File: config.mk
export PLATFORM = sky130hd
export DESIGN_NAME = crc32_record_line_checker_top
export DESIGN_NICKNAME = d
export VERILOG_FILES = /design/src/rtl/core/crlc_pkg.sv /design/src/rtl/core/crlc_front.sv /design/src/rtl/core/crlc_queue.sv /design/src/rtl/core/crlc_back.sv /design/src/rtl/core/crc32_record_line_checker_top.sv
export SDC_FILE = /design/constraint.sdc
export NUM_CORES = 1
export LEC_CHECK = 0
export BUFFER_PORTS_ARGS = -buffer_cell sky130_fd_sc_hd__buf_2
export CAP_MARGIN = 40
export CORE_ASPECT_RATIO = 1.5
export CORE_MARGIN = 5
export CORE_UTILIZATION = 30
export CTS_BUF_LIST = sky130_fd_sc_hd__clkbuf_16
export DETAILED_ROUTE_END_ITERATION = 10
export GPL_TIMING_DRIVEN = 0
export PLACE_DENSITY = 0.51
export SLEW_MARGIN = 25
export SYNTH_ARGS = -nofsm -noshare
export SYNTH_HDL_FRONTEND = slang
export SYNTH_SLANG_ARGS = --single-unit
export TNS_END_PERCENT = 1
File: constraint.sdc
create_clock -name clk -period 10.2 [get_ports clk]
set_clock_uncertainty 0.2 [all_clocks]
set_input_delay 0.51 -clock clk [delete_from_list [all_inputs] [get_ports clk]]
set_output_delay 0.51 -clock clk [all_outputs]
set_load 0.02 [all_outputs]
File: src/rtl/core/crlc_pkg.sv
// shared types, constants and the crc byte step for the record line checker
package crlc_pkg;

  localparam logic [31:0] ALL_ONES = 32'hFFFF_FFFF;
  localparam logic [31:0] CRC_POLY = 32'hEDB8_8320;
  localparam logic [7:0]  SEP_RESET = 8'h7C;

  localparam logic [7:0] CH_PLUS  = 8'h2B;
  localparam logic [7:0] CH_MINUS = 8'h2D;
  localparam logic [7:0] CH_ZERO  = 8'h30;
  localparam logic [7:0] CH_NINE  = 8'h39;
  localparam logic [7:0] CH_SPACE = 8'h20;
  localparam logic [7:0] CH_TAB   = 8'h09;
  localparam logic [7:0] CH_CR    = 8'h0D;

  localparam logic [1:0] PH_LEAD   = 2'd0;
  localparam logic [1:0] PH_SIGN   = 2'd1;
  localparam logic [1:0] PH_DIGITS = 2'd2;
  localparam logic [1:0] PH_DONE   = 2'd3;

  localparam int Q_DEPTH = 4;
  localparam int Q_AW    = $clog2(Q_DEPTH);
  localparam int Q_CW    = $clog2(Q_DEPTH + 1);

  typedef struct packed {
    logic [7:0] line_byte;
    logic       last;
    logic       is_sep;
    logic       is_digit;
    logic       is_space;
    logic       is_plus;
    logic       is_minus;
    logic [3:0] digit;
  } crlc_item_t;

  typedef struct packed {
    logic [Q_CW-1:0] count;
    logic            empty;
    logic            full;
  } crlc_qstat_t;

  function automatic logic [31:0] crc_byte(input logic [31:0] crc, input logic [7:0] b);
    logic [31:0] c;
    c = crc ^ {24'd0, b};
    for (int k = 0; k < 8; k++) begin
      c = c[0] ? ((c >> 1) ^ CRC_POLY) : (c >> 1);
    end
    return c;
  endfunction

endpackage

File: src/rtl/core/crlc_front.sv
// front end: separator register, byte classification and queue push
module crlc_front (
  input  logic                clk,
  input  logic                rst_n,
  input  logic                cfg_wr_en,
  input  logic [7:0]          cfg_wr_data,
  input  logic                in_valid,
  output logic                in_ready,
  input  logic [7:0]          in_line_byte,
  input  logic                in_end_of_line,
  input  crlc_pkg::crlc_qstat_t q_stat,
  output logic                push,
  output crlc_pkg::crlc_item_t  push_item
);
  import crlc_pkg::*;

  logic [7:0] sep_r;

  always_ff @(posedge clk) begin
    if (!rst_n) begin
      sep_r <= SEP_RESET;
    end else if (cfg_wr_en) begin
      sep_r <= cfg_wr_data;
    end
  end

  assign in_ready = !q_stat.full;
  assign push     = in_valid && in_ready;

  always_comb begin
    push_item.line_byte = in_line_byte;
    push_item.last      = in_end_of_line;
    push_item.is_sep    = (in_line_byte == sep_r);
    push_item.is_digit  = (in_line_byte >= CH_ZERO) && (in_line_byte <= CH_NINE);
    push_item.is_space  = (in_line_byte == CH_SPACE) ||
                          ((in_line_byte >= CH_TAB) && (in_line_byte <= CH_CR));
    push_item.is_plus   = (in_line_byte == CH_PLUS);
    push_item.is_minus  = (in_line_byte == CH_MINUS);
    push_item.digit     = in_line_byte[3:0];
  end

endmodule

File: src/rtl/core/crlc_queue.sv
// small fifo of classified bytes between front and back
module crlc_queue (
  input  logic                  clk,
  input  logic                  rst_n,
  input  logic                  push,
  input  crlc_pkg::crlc_item_t  push_item,
  input  logic                  pop,
  output crlc_pkg::crlc_item_t  head_item,
  output crlc_pkg::crlc_qstat_t q_stat
);
  import crlc_pkg::*;

  crlc_item_t      entry_r [Q_DEPTH];
  logic [Q_AW-1:0] wr_ptr_r;
  logic [Q_AW-1:0] rd_ptr_r;
  logic [Q_CW-1:0] count_r;
  logic [Q_CW-1:0] count_nxt;

  always_comb begin
    count_nxt = count_r;
    if (push && !pop) begin
      count_nxt = count_r + 1'b1;
    end else if (pop && !push) begin
      count_nxt = count_r - 1'b1;
    end
  end

  always_ff @(posedge clk) begin
    if (!rst_n) begin
      wr_ptr_r <= '0;
      rd_ptr_r <= '0;
      count_r  <= '0;
    end else begin
      if (push) begin
        wr_ptr_r <= wr_ptr_r + 1'b1;
      end
      if (pop) begin
        rd_ptr_r <= rd_ptr_r + 1'b1;
      end
      count_r <= count_nxt;
    end
  end

  always_ff @(posedge clk) begin
    if (push) begin
      entry_r[wr_ptr_r] <= push_item;
    end
  end

  assign head_item    = entry_r[rd_ptr_r];
  assign q_stat.count = count_r;
  assign q_stat.empty = (count_r == '0);
  assign q_stat.full  = (count_r == Q_CW'(Q_DEPTH));

endmodule

File: src/rtl/core/crlc_back.sv
// back end: running crc, decimal parse and the result register
module crlc_back (
  input  logic                  clk,
  input  logic                  rst_n,
  input  crlc_pkg::crlc_item_t  head_item,
  input  crlc_pkg::crlc_qstat_t q_stat,
  output logic                  pop,
  output logic                  out_valid,
  input  logic                  out_ready,
  output logic                  out_record_ok,
  output logic                  out_separator_found,
  output logic [31:0]           out_stored_value,
  output logic [31:0]           out_computed_crc
);
  import crlc_pkg::*;

  logic [31:0] run_crc_r, run_crc_nxt;
  logic [31:0] pay_crc_r, pay_crc_nxt;
  logic        seen_r, seen_nxt;
  logic [31:0] acc_r, acc_nxt;
  logic        ovf_r, ovf_nxt;
  logic        neg_r, neg_nxt;
  logic [1:0]  phase_r, phase_nxt;
  logic [35:0] prod;
  logic [31:0] value;
  logic [31:0] crc_res;

  logic        out_valid_r;
  logic        ok_r;
  logic        sep_found_r;
  logic [31:0] value_r;
  logic [31:0] crc_r;

  assign pop = !q_stat.empty && (!head_item.last || !out_valid_r || out_ready);

  assign prod = ({4'd0, acc_r} << 3) + ({4'd0, acc_r} << 1) + {32'd0, head_item.digit};

  always_comb begin
    seen_nxt    = seen_r;
    pay_crc_nxt = pay_crc_r;
    acc_nxt     = acc_r;
    ovf_nxt     = ovf_r;
    neg_nxt     = neg_r;
    phase_nxt   = phase_r;
    if (head_item.is_sep) begin
      pay_crc_nxt = ~run_crc_r;
      seen_nxt    = 1'b1;
      acc_nxt     = '0;
      ovf_nxt     = 1'b0;
      neg_nxt     = 1'b0;
      phase_nxt   = PH_LEAD;
    end else if (seen_r) begin
      priority if (phase_r == PH_LEAD && head_item.is_space) begin
        phase_nxt = PH_LEAD;
      end else if (phase_r == PH_LEAD && (head_item.is_plus || head_item.is_minus)) begin
        neg_nxt   = head_item.is_minus;
        phase_nxt = PH_SIGN;
      end else if (phase_r == PH_DONE) begin
        phase_nxt = PH_DONE;
      end else if (!head_item.is_digit) begin
        phase_nxt = PH_DONE;
      end else begin
        phase_nxt = PH_DIGITS;
        if (!ovf_r) begin
          if (prod[35:32] != 4'd0) begin
            ovf_nxt = 1'b1;
            acc_nxt = ALL_ONES;
          end else begin
            acc_nxt = prod[31:0];
          end
        end
      end
    end
    run_crc_nxt = crc_byte(run_crc_r, head_item.line_byte);

    value   = '0;
    crc_res = '0;
    if (seen_nxt) begin
      if (ovf_nxt) begin
        value = ALL_ONES;
      end else if (neg_nxt) begin
        value = 32'd0 - acc_nxt;
      end else begin
        value = acc_nxt;
      end
      crc_res = pay_crc_nxt;
    end
  end

  always_ff @(posedge clk) begin
    if (!rst_n) begin
      run_crc_r <= ALL_ONES;
      pay_crc_r <= '0;
      seen_r    <= 1'b0;
      acc_r     <= '0;
      ovf_r     <= 1'b0;
      neg_r     <= 1'b0;
      phase_r   <= PH_LEAD;
    end else if (pop) begin
      if (head_item.last) begin
        run_crc_r <= ALL_ONES;
        pay_crc_r <= '0;
        seen_r    <= 1'b0;
        acc_r     <= '0;
        ovf_r     <= 1'b0;
        neg_r     <= 1'b0;
        phase_r   <= PH_LEAD;
      end else begin
        run_crc_r <= run_crc_nxt;
        pay_crc_r <= pay_crc_nxt;
        seen_r    <= seen_nxt;
        acc_r     <= acc_nxt;
        ovf_r     <= ovf_nxt;
        neg_r     <= neg_nxt;
        phase_r   <= phase_nxt;
      end
    end
  end

  always_ff @(posedge clk) begin
    if (!rst_n) begin
      out_valid_r <= 1'b0;
    end else if (pop && head_item.last) begin
      out_valid_r <= 1'b1;
    end else if (out_ready) begin
      out_valid_r <= 1'b0;
    end
  end

  always_ff @(posedge clk) begin
    if (pop && head_item.last) begin
      ok_r        <= seen_nxt && (value == crc_res);
      sep_found_r <= seen_nxt;
      value_r     <= value;
      crc_r       <= crc_res;
    end
  end

  assign out_valid           = out_valid_r;
  assign out_record_ok       = ok_r;
  assign out_separator_found = sep_found_r;
  assign out_stored_value    = value_r;
  assign out_computed_crc    = crc_r;

endmodule

File: src/rtl/core/crc32_record_line_checker_top.sv
// top level of the crc-32 record line checker
//
//   channel  direction  handshake            payload
//   in_      input      in_valid/in_ready    in_line_byte, in_end_of_line
//   out_     output     out_valid/out_ready  out_record_ok, out_separator_found,
//                                            out_stored_value, out_computed_crc
//   cfg_     input      cfg_wr_en            cfg_wr_data (separator byte)
//
// one byte per cycle sustained while results are taken; the back end does one crc byte step and one
// times-ten digit update per cycle
// a result is valid once the last byte of a line has gone through the queue and been popped into the result register
// a four-entry queue separates byte intake from the back end, so a stalled
// result only stops intake once the queue fills
// synchronous active-low reset; separator returns to '|'
module crc32_record_line_checker_top (
  input  logic        clk,
  input  logic        rst_n,
  input  logic        cfg_wr_en,
  input  logic [7:0]  cfg_wr_data,
  input  logic        in_valid,
  output logic        in_ready,
  input  logic [7:0]  in_line_byte,
  input  logic        in_end_of_line,
  output logic        out_valid,
  input  logic        out_ready,
  output logic        out_record_ok,
  output logic        out_separator_found,
  output logic [31:0] out_stored_value,
  output logic [31:0] out_computed_crc
);
  import crlc_pkg::*;

  crlc_qstat_t q_stat;
  crlc_item_t  push_item;
  crlc_item_t  head_item;
  logic        push;
  logic        pop;

  crlc_front u_front (
    .clk            (clk),
    .rst_n          (rst_n),
    .cfg_wr_en      (cfg_wr_en),
    .cfg_wr_data    (cfg_wr_data),
    .in_valid       (in_valid),
    .in_ready       (in_ready),
    .in_line_byte   (in_line_byte),
    .in_end_of_line (in_end_of_line),
    .q_stat         (q_stat),
    .push           (push),
    .push_item      (push_item)
  );

  crlc_queue u_queue (
    .clk       (clk),
    .rst_n     (rst_n),
    .push      (push),
    .push_item (push_item),
    .pop       (pop),
    .head_item (head_item),
    .q_stat    (q_stat)
  );

  crlc_back u_back (
    .clk                 (clk),
    .rst_n               (rst_n),
    .head_item           (head_item),
    .q_stat              (q_stat),
    .pop                 (pop),
    .out_valid           (out_valid),
    .out_ready           (out_ready),
    .out_record_ok       (out_record_ok),
    .out_separator_found (out_separator_found),
    .out_stored_value    (out_stored_value),
    .out_computed_crc    (out_computed_crc)
  );

  a_stall_only_when_full: assert property (@(posedge clk) disable iff (!rst_n)
    !in_ready |-> q_stat.count == Q_CW'(Q_DEPTH))
    else $error("intake stalled with room in queue");

  a_no_pop_empty: assert property (@(posedge clk) disable iff (!rst_n)
    pop |-> !q_stat.empty)
    else $error("pop from empty queue");

  a_ok_needs_sep: assert property (@(posedge clk) disable iff (!rst_n)
    out_valid && out_record_ok |-> out_separator_found)
    else $error("record ok without separator");

  a_no_sep_zero: assert property (@(posedge clk) disable iff (!rst_n)
    out_valid && !out_separator_found |-> out_stored_value == '0 && out_computed_crc == '0)
    else $error("nonzero fields without separator");

endmodule
==> run metrics <==
outcome=finished, final reports clean; Mapped Area=16000 sq um; routed wire length on met3=3500 microns; port buffer count=88; half-perimeter wire length of the detailed placement result=53500 microns; kind of capture point of the worst setup path=flip-flop; clk slew on worst S/H paths=0.06 ns; first-pass iteration count of the detailed router=5; Critical Path Start Type=flip-flop; post-synthesis register bit count=241; maximum clock frequency=111 MHz; Non-Filler Instances=2585; Ports=90; WL final=67700 microns; area inside the core boundary=52700 sq um; nets in the synthesized netlist=1834; summed area of non-filler cells in the final layout=18400 sq um; Lkg Pwr=6.93 nW; Period minus WS final=9.05 ns; total of cells resized after clock tree synthesis=0; logic depth of the worst register-to-register path=25; full die area=58000 sq um; number of levels in the clock H-tree=1; gp weighted congestion=0.985; Fin. Hold Viols=0; maximum buffer depth of the clock tree=3; Num CTS Buffers=27; share of synthesized area occupied by flip-flops and latches=0.379; effective utilization at floorplan=0.303; signal arrival time at the worst endpoint=9.23 ns; class of the most critical setup path=reg -> reg; Post CTS Setup Buffer Count=0; async set-or-reset flop fraction in the synthesized netlist=0; number of standard cells after synthesis=1740; final global-route overflow total=0; area growth from synthesis to layout=15.2%; min-delay worst type=in -> reg; start point of the worst min-delay path=in_line_byte[6]; routed metal-1 wirelength=25200 microns; length of routed met2 wiring=34400 microns; antenna violations before repair=2; maximum net fanout on the critical path=10; residual antenna-violating net count after detailed routing=0; row cnt=103; Post-synth top flop=edfxtp_1; synth unique cells=100; cell count after placement=2523; final setup violating endpoints=0; clock net sink count=241; final clock period utilization by the worst path=0.887; Die H=292 microns; pin count of the biggest net entering global routing=59; Post-Synthesis Mean Instance Area=9.17 sq um; vias post-DR=14956; post-route setup TNS=0 ns; Total Nets Final=1975; Max Cap Viol=0; Yosys warning total=0; Pwr Density=270 nW/um^2; worst-case vdd ir drop=0.201 mV; required time at the worst-slack endpoint=10.38 ns; wire length of the first global-routing pass=99300 microns; DRC violations left=0; post-placement cell area=17400 sq um; Post-synth EDFFs=122; uppermost layer routed=met4; ratio of cells with drive above 1 in the final layout=0.119; clock latency on the worst-skew pair=0.58 ns; vias in the first global route=15200; number of fill cells in the layout=5404; CTS tree=built; Final Max Tran Viols=0; unrepaired setup endpoints after global routing=false; Horiz. Die Dim=198 microns; number of instances on the worst hold path=1; routed length per placed instance=26.2 microns; via-per-instance ratio=5.79; slew margin rel.=0.378; initial drt markers=1248; buffer type at the clock tree root=clkbuf_16; transition at the pin with the smallest max-transition slack=0.929 ns; global-route usage over all layers=0.226
[kinds of logic (layout without fill, tap and decap cells)]
family | count (synthesis) | after routing | synth area share
AND/OR/NAND/NOR | 603 | 603 | 0.198
multiplexers | 43 | 43 | 0.0369
XOR/XNOR | 131 | 131 | 0.0719
flip-flops | 241 | 241 | 0.379
adder cells (fa/ha/maj) | 72 | 72 | 0.0579
other | 0 | 1 | 0
buffers and inverters | 118 | 280 | 0.0299
AO/OA/AOI/OAI | 532 | 532 | 0.227
[layer usage]
layer  track usage  vias to the layer above
met2         0.406                      613
li1              -                     6840
met3        0.0268                      219
met1         0.257                     7284
met4         0.130                        0
met5             0                        -
[cells in the mapped netlist (all sizes together), types with 5 or more instances]
library cell  number  area share
nand4             24      0.0094
a31o               6      0.0033
ha                69       0.054
o21ai            119       0.038
a21o              30       0.014
o31ai              6      0.0037
xor2              36       0.020
o2111ai            8      0.0044
buf               29      0.0089
nor2             128       0.032
a22oi             37       0.017
or2                8      0.0031
a2111oi            8      0.0052
o221ai            14      0.0088
nand3             38       0.013
nor3              42       0.015
nor2b             48       0.019
mux2i             27       0.017
a21oi            110       0.035
and4               5      0.0027
clkbuf            70       0.016
nor3b             14      0.0066
mux4              12       0.017
o211ai            41       0.019
a41oi              7      0.0038
or3               11      0.0043
a211oi            16      0.0082
nor4              20       0.012
and2              52       0.021
nand2b            13      0.0051
inv               19      0.0045
edfxtp           122        0.23
o21a              17      0.0085
xnor2             95       0.052
a31oi             19      0.0075
a32o               5      0.0031
dfxtp            119        0.15
a21boi            17      0.0080
nand2            164       0.039
o22ai             23      0.0094
or4                7      0.0038
and3              22      0.0087
[where the power goes]
group	switching [mW]	leakage, nW	internal, mW
clock	0.416	0.450	0.584
sequential	0.124	2.14	1.25
combinational	1.72	4.34	0.870
[state kept, by name, summed over array words and instances (netlist names), 2 cells and up, named ones only]
signal and flops:
u_queue.wr_ptr_r 2, u_back.pay_crc_r 32, u_queue.count_r 3, u_back.run_crc_r 32, u_back.phase_r 2, u_back.acc_r 32, u_back.out_stored_value 32, u_queue.rd_ptr_r 2
u_back.out_computed_crc 32, u_front.sep_r 8, u_queue.entry_r 56
[critical path: stages, from the launching register on]
cell	delay, ns
dfxtp_1	0.30
buf_2	0.23
clkbuf_1	0.51
mux4_2	0.51
fa_1	0.55
inv_1	0.07
fa_1	0.45
nand2b_1	0.21
a21oi_1	0.29
o2111a_1	0.36
o31ai_1	0.16
a21o_1	0.21
nor4_2	0.56
nand2_4	0.22
buf_2	0.28
o21ai_1	0.64
ha_1	0.34
o211ai_1	0.16
a21o_1	0.29
nor4_4	0.66
mux2i_1	0.31
a32oi_1	0.27
o311ai_0	0.21
a311oi_1	0.35
nand4_1	0.20
nor4_2	0.31
[stage by stage]
| step | total power, mW | hold slack, ns | utilization | worst slack [ns] |
|---|---|---|---|---|
| 6_report | 4.96 | 0.0285 | 0.349 | 1.15 |
| 3_3_place_gp | 3.92 | 0.278 | 0.327 | 0.595 |
| 3_5_place_dp | 3.95 | 0.281 | 0.330 | 1.27 |
| 2_1_floorplan | 3.07 | 0.264 | - | 2.97 |
| 4_1_cts | 4.98 | 0.00336 | 0.348 | 1.19 |
| 5_1_grt | 5.23 | 0.0189 | 0.349 | 0.705 |
[path summary, 6_finish.rpt]
path	slack (ns)	to
setup / recovery	1.15	u_back.out_record_ok$_DFFE_PP_
hold / removal	0.03	u_queue.entry_r[3][16]$_DFFE_PP_
setup reg to reg	1.15	u_back.out_record_ok$_DFFE_PP_
hold reg to reg	0.29	u_front.sep_r[6]$_SDFFE_PN1P_
[what timing repair did]
action,in CTS,in global routing
setup endpoints to repair,0,0
hold endpoints to repair,11,0
hold buffers,8,0
[placed cells by master (no fill, tap or decap), drive strengths merged, types with 14 or more instances in the layout]
| cell | count |
|---|---|
| nor4 | 20 |
| buf | 132 |
| dfxtp | 119 |
| nand4 | 24 |
| o21ai | 119 |
| clkbuf | 98 |
| edfxtp | 122 |
| o211ai | 41 |
| o21a | 17 |
| a21boi | 17 |
| a31oi | 19 |
| and3 | 22 |
| and2 | 52 |
| xnor2 | 95 |
| mux2i | 27 |
| a21oi | 110 |
| a21o | 30 |
| nor3 | 42 |
| a22oi | 37 |
| nand3 | 38 |
| o22ai | 23 |
| nor2 | 128 |
| nor2b | 48 |
| nand2 | 164 |
| inv | 25 |
| o221ai | 14 |
| xor2 | 36 |
| ha | 69 |
| a211oi | 16 |
| nor3b | 14 |
[area by class of cell]
cell class / instances / area (sq um) / share of cell area
diodes: 1 / 2.50 / 0.000136
clock inverters: 23 / 224 / 0.0122
flip-flops and latches: 241 / 6050 / 0.329
inverters: 19 / 73.8 / 0.00402
plain buffers: 99 / 405 / 0.0221
clock buffers: 27 / 676 / 0.0368
multi-input cells: 1381 / 9450 / 0.514
repair buffers: 112 / 648 / 0.0353
well taps: 682 / 853 / 0.0464
(Power assumes the default switching activity.)
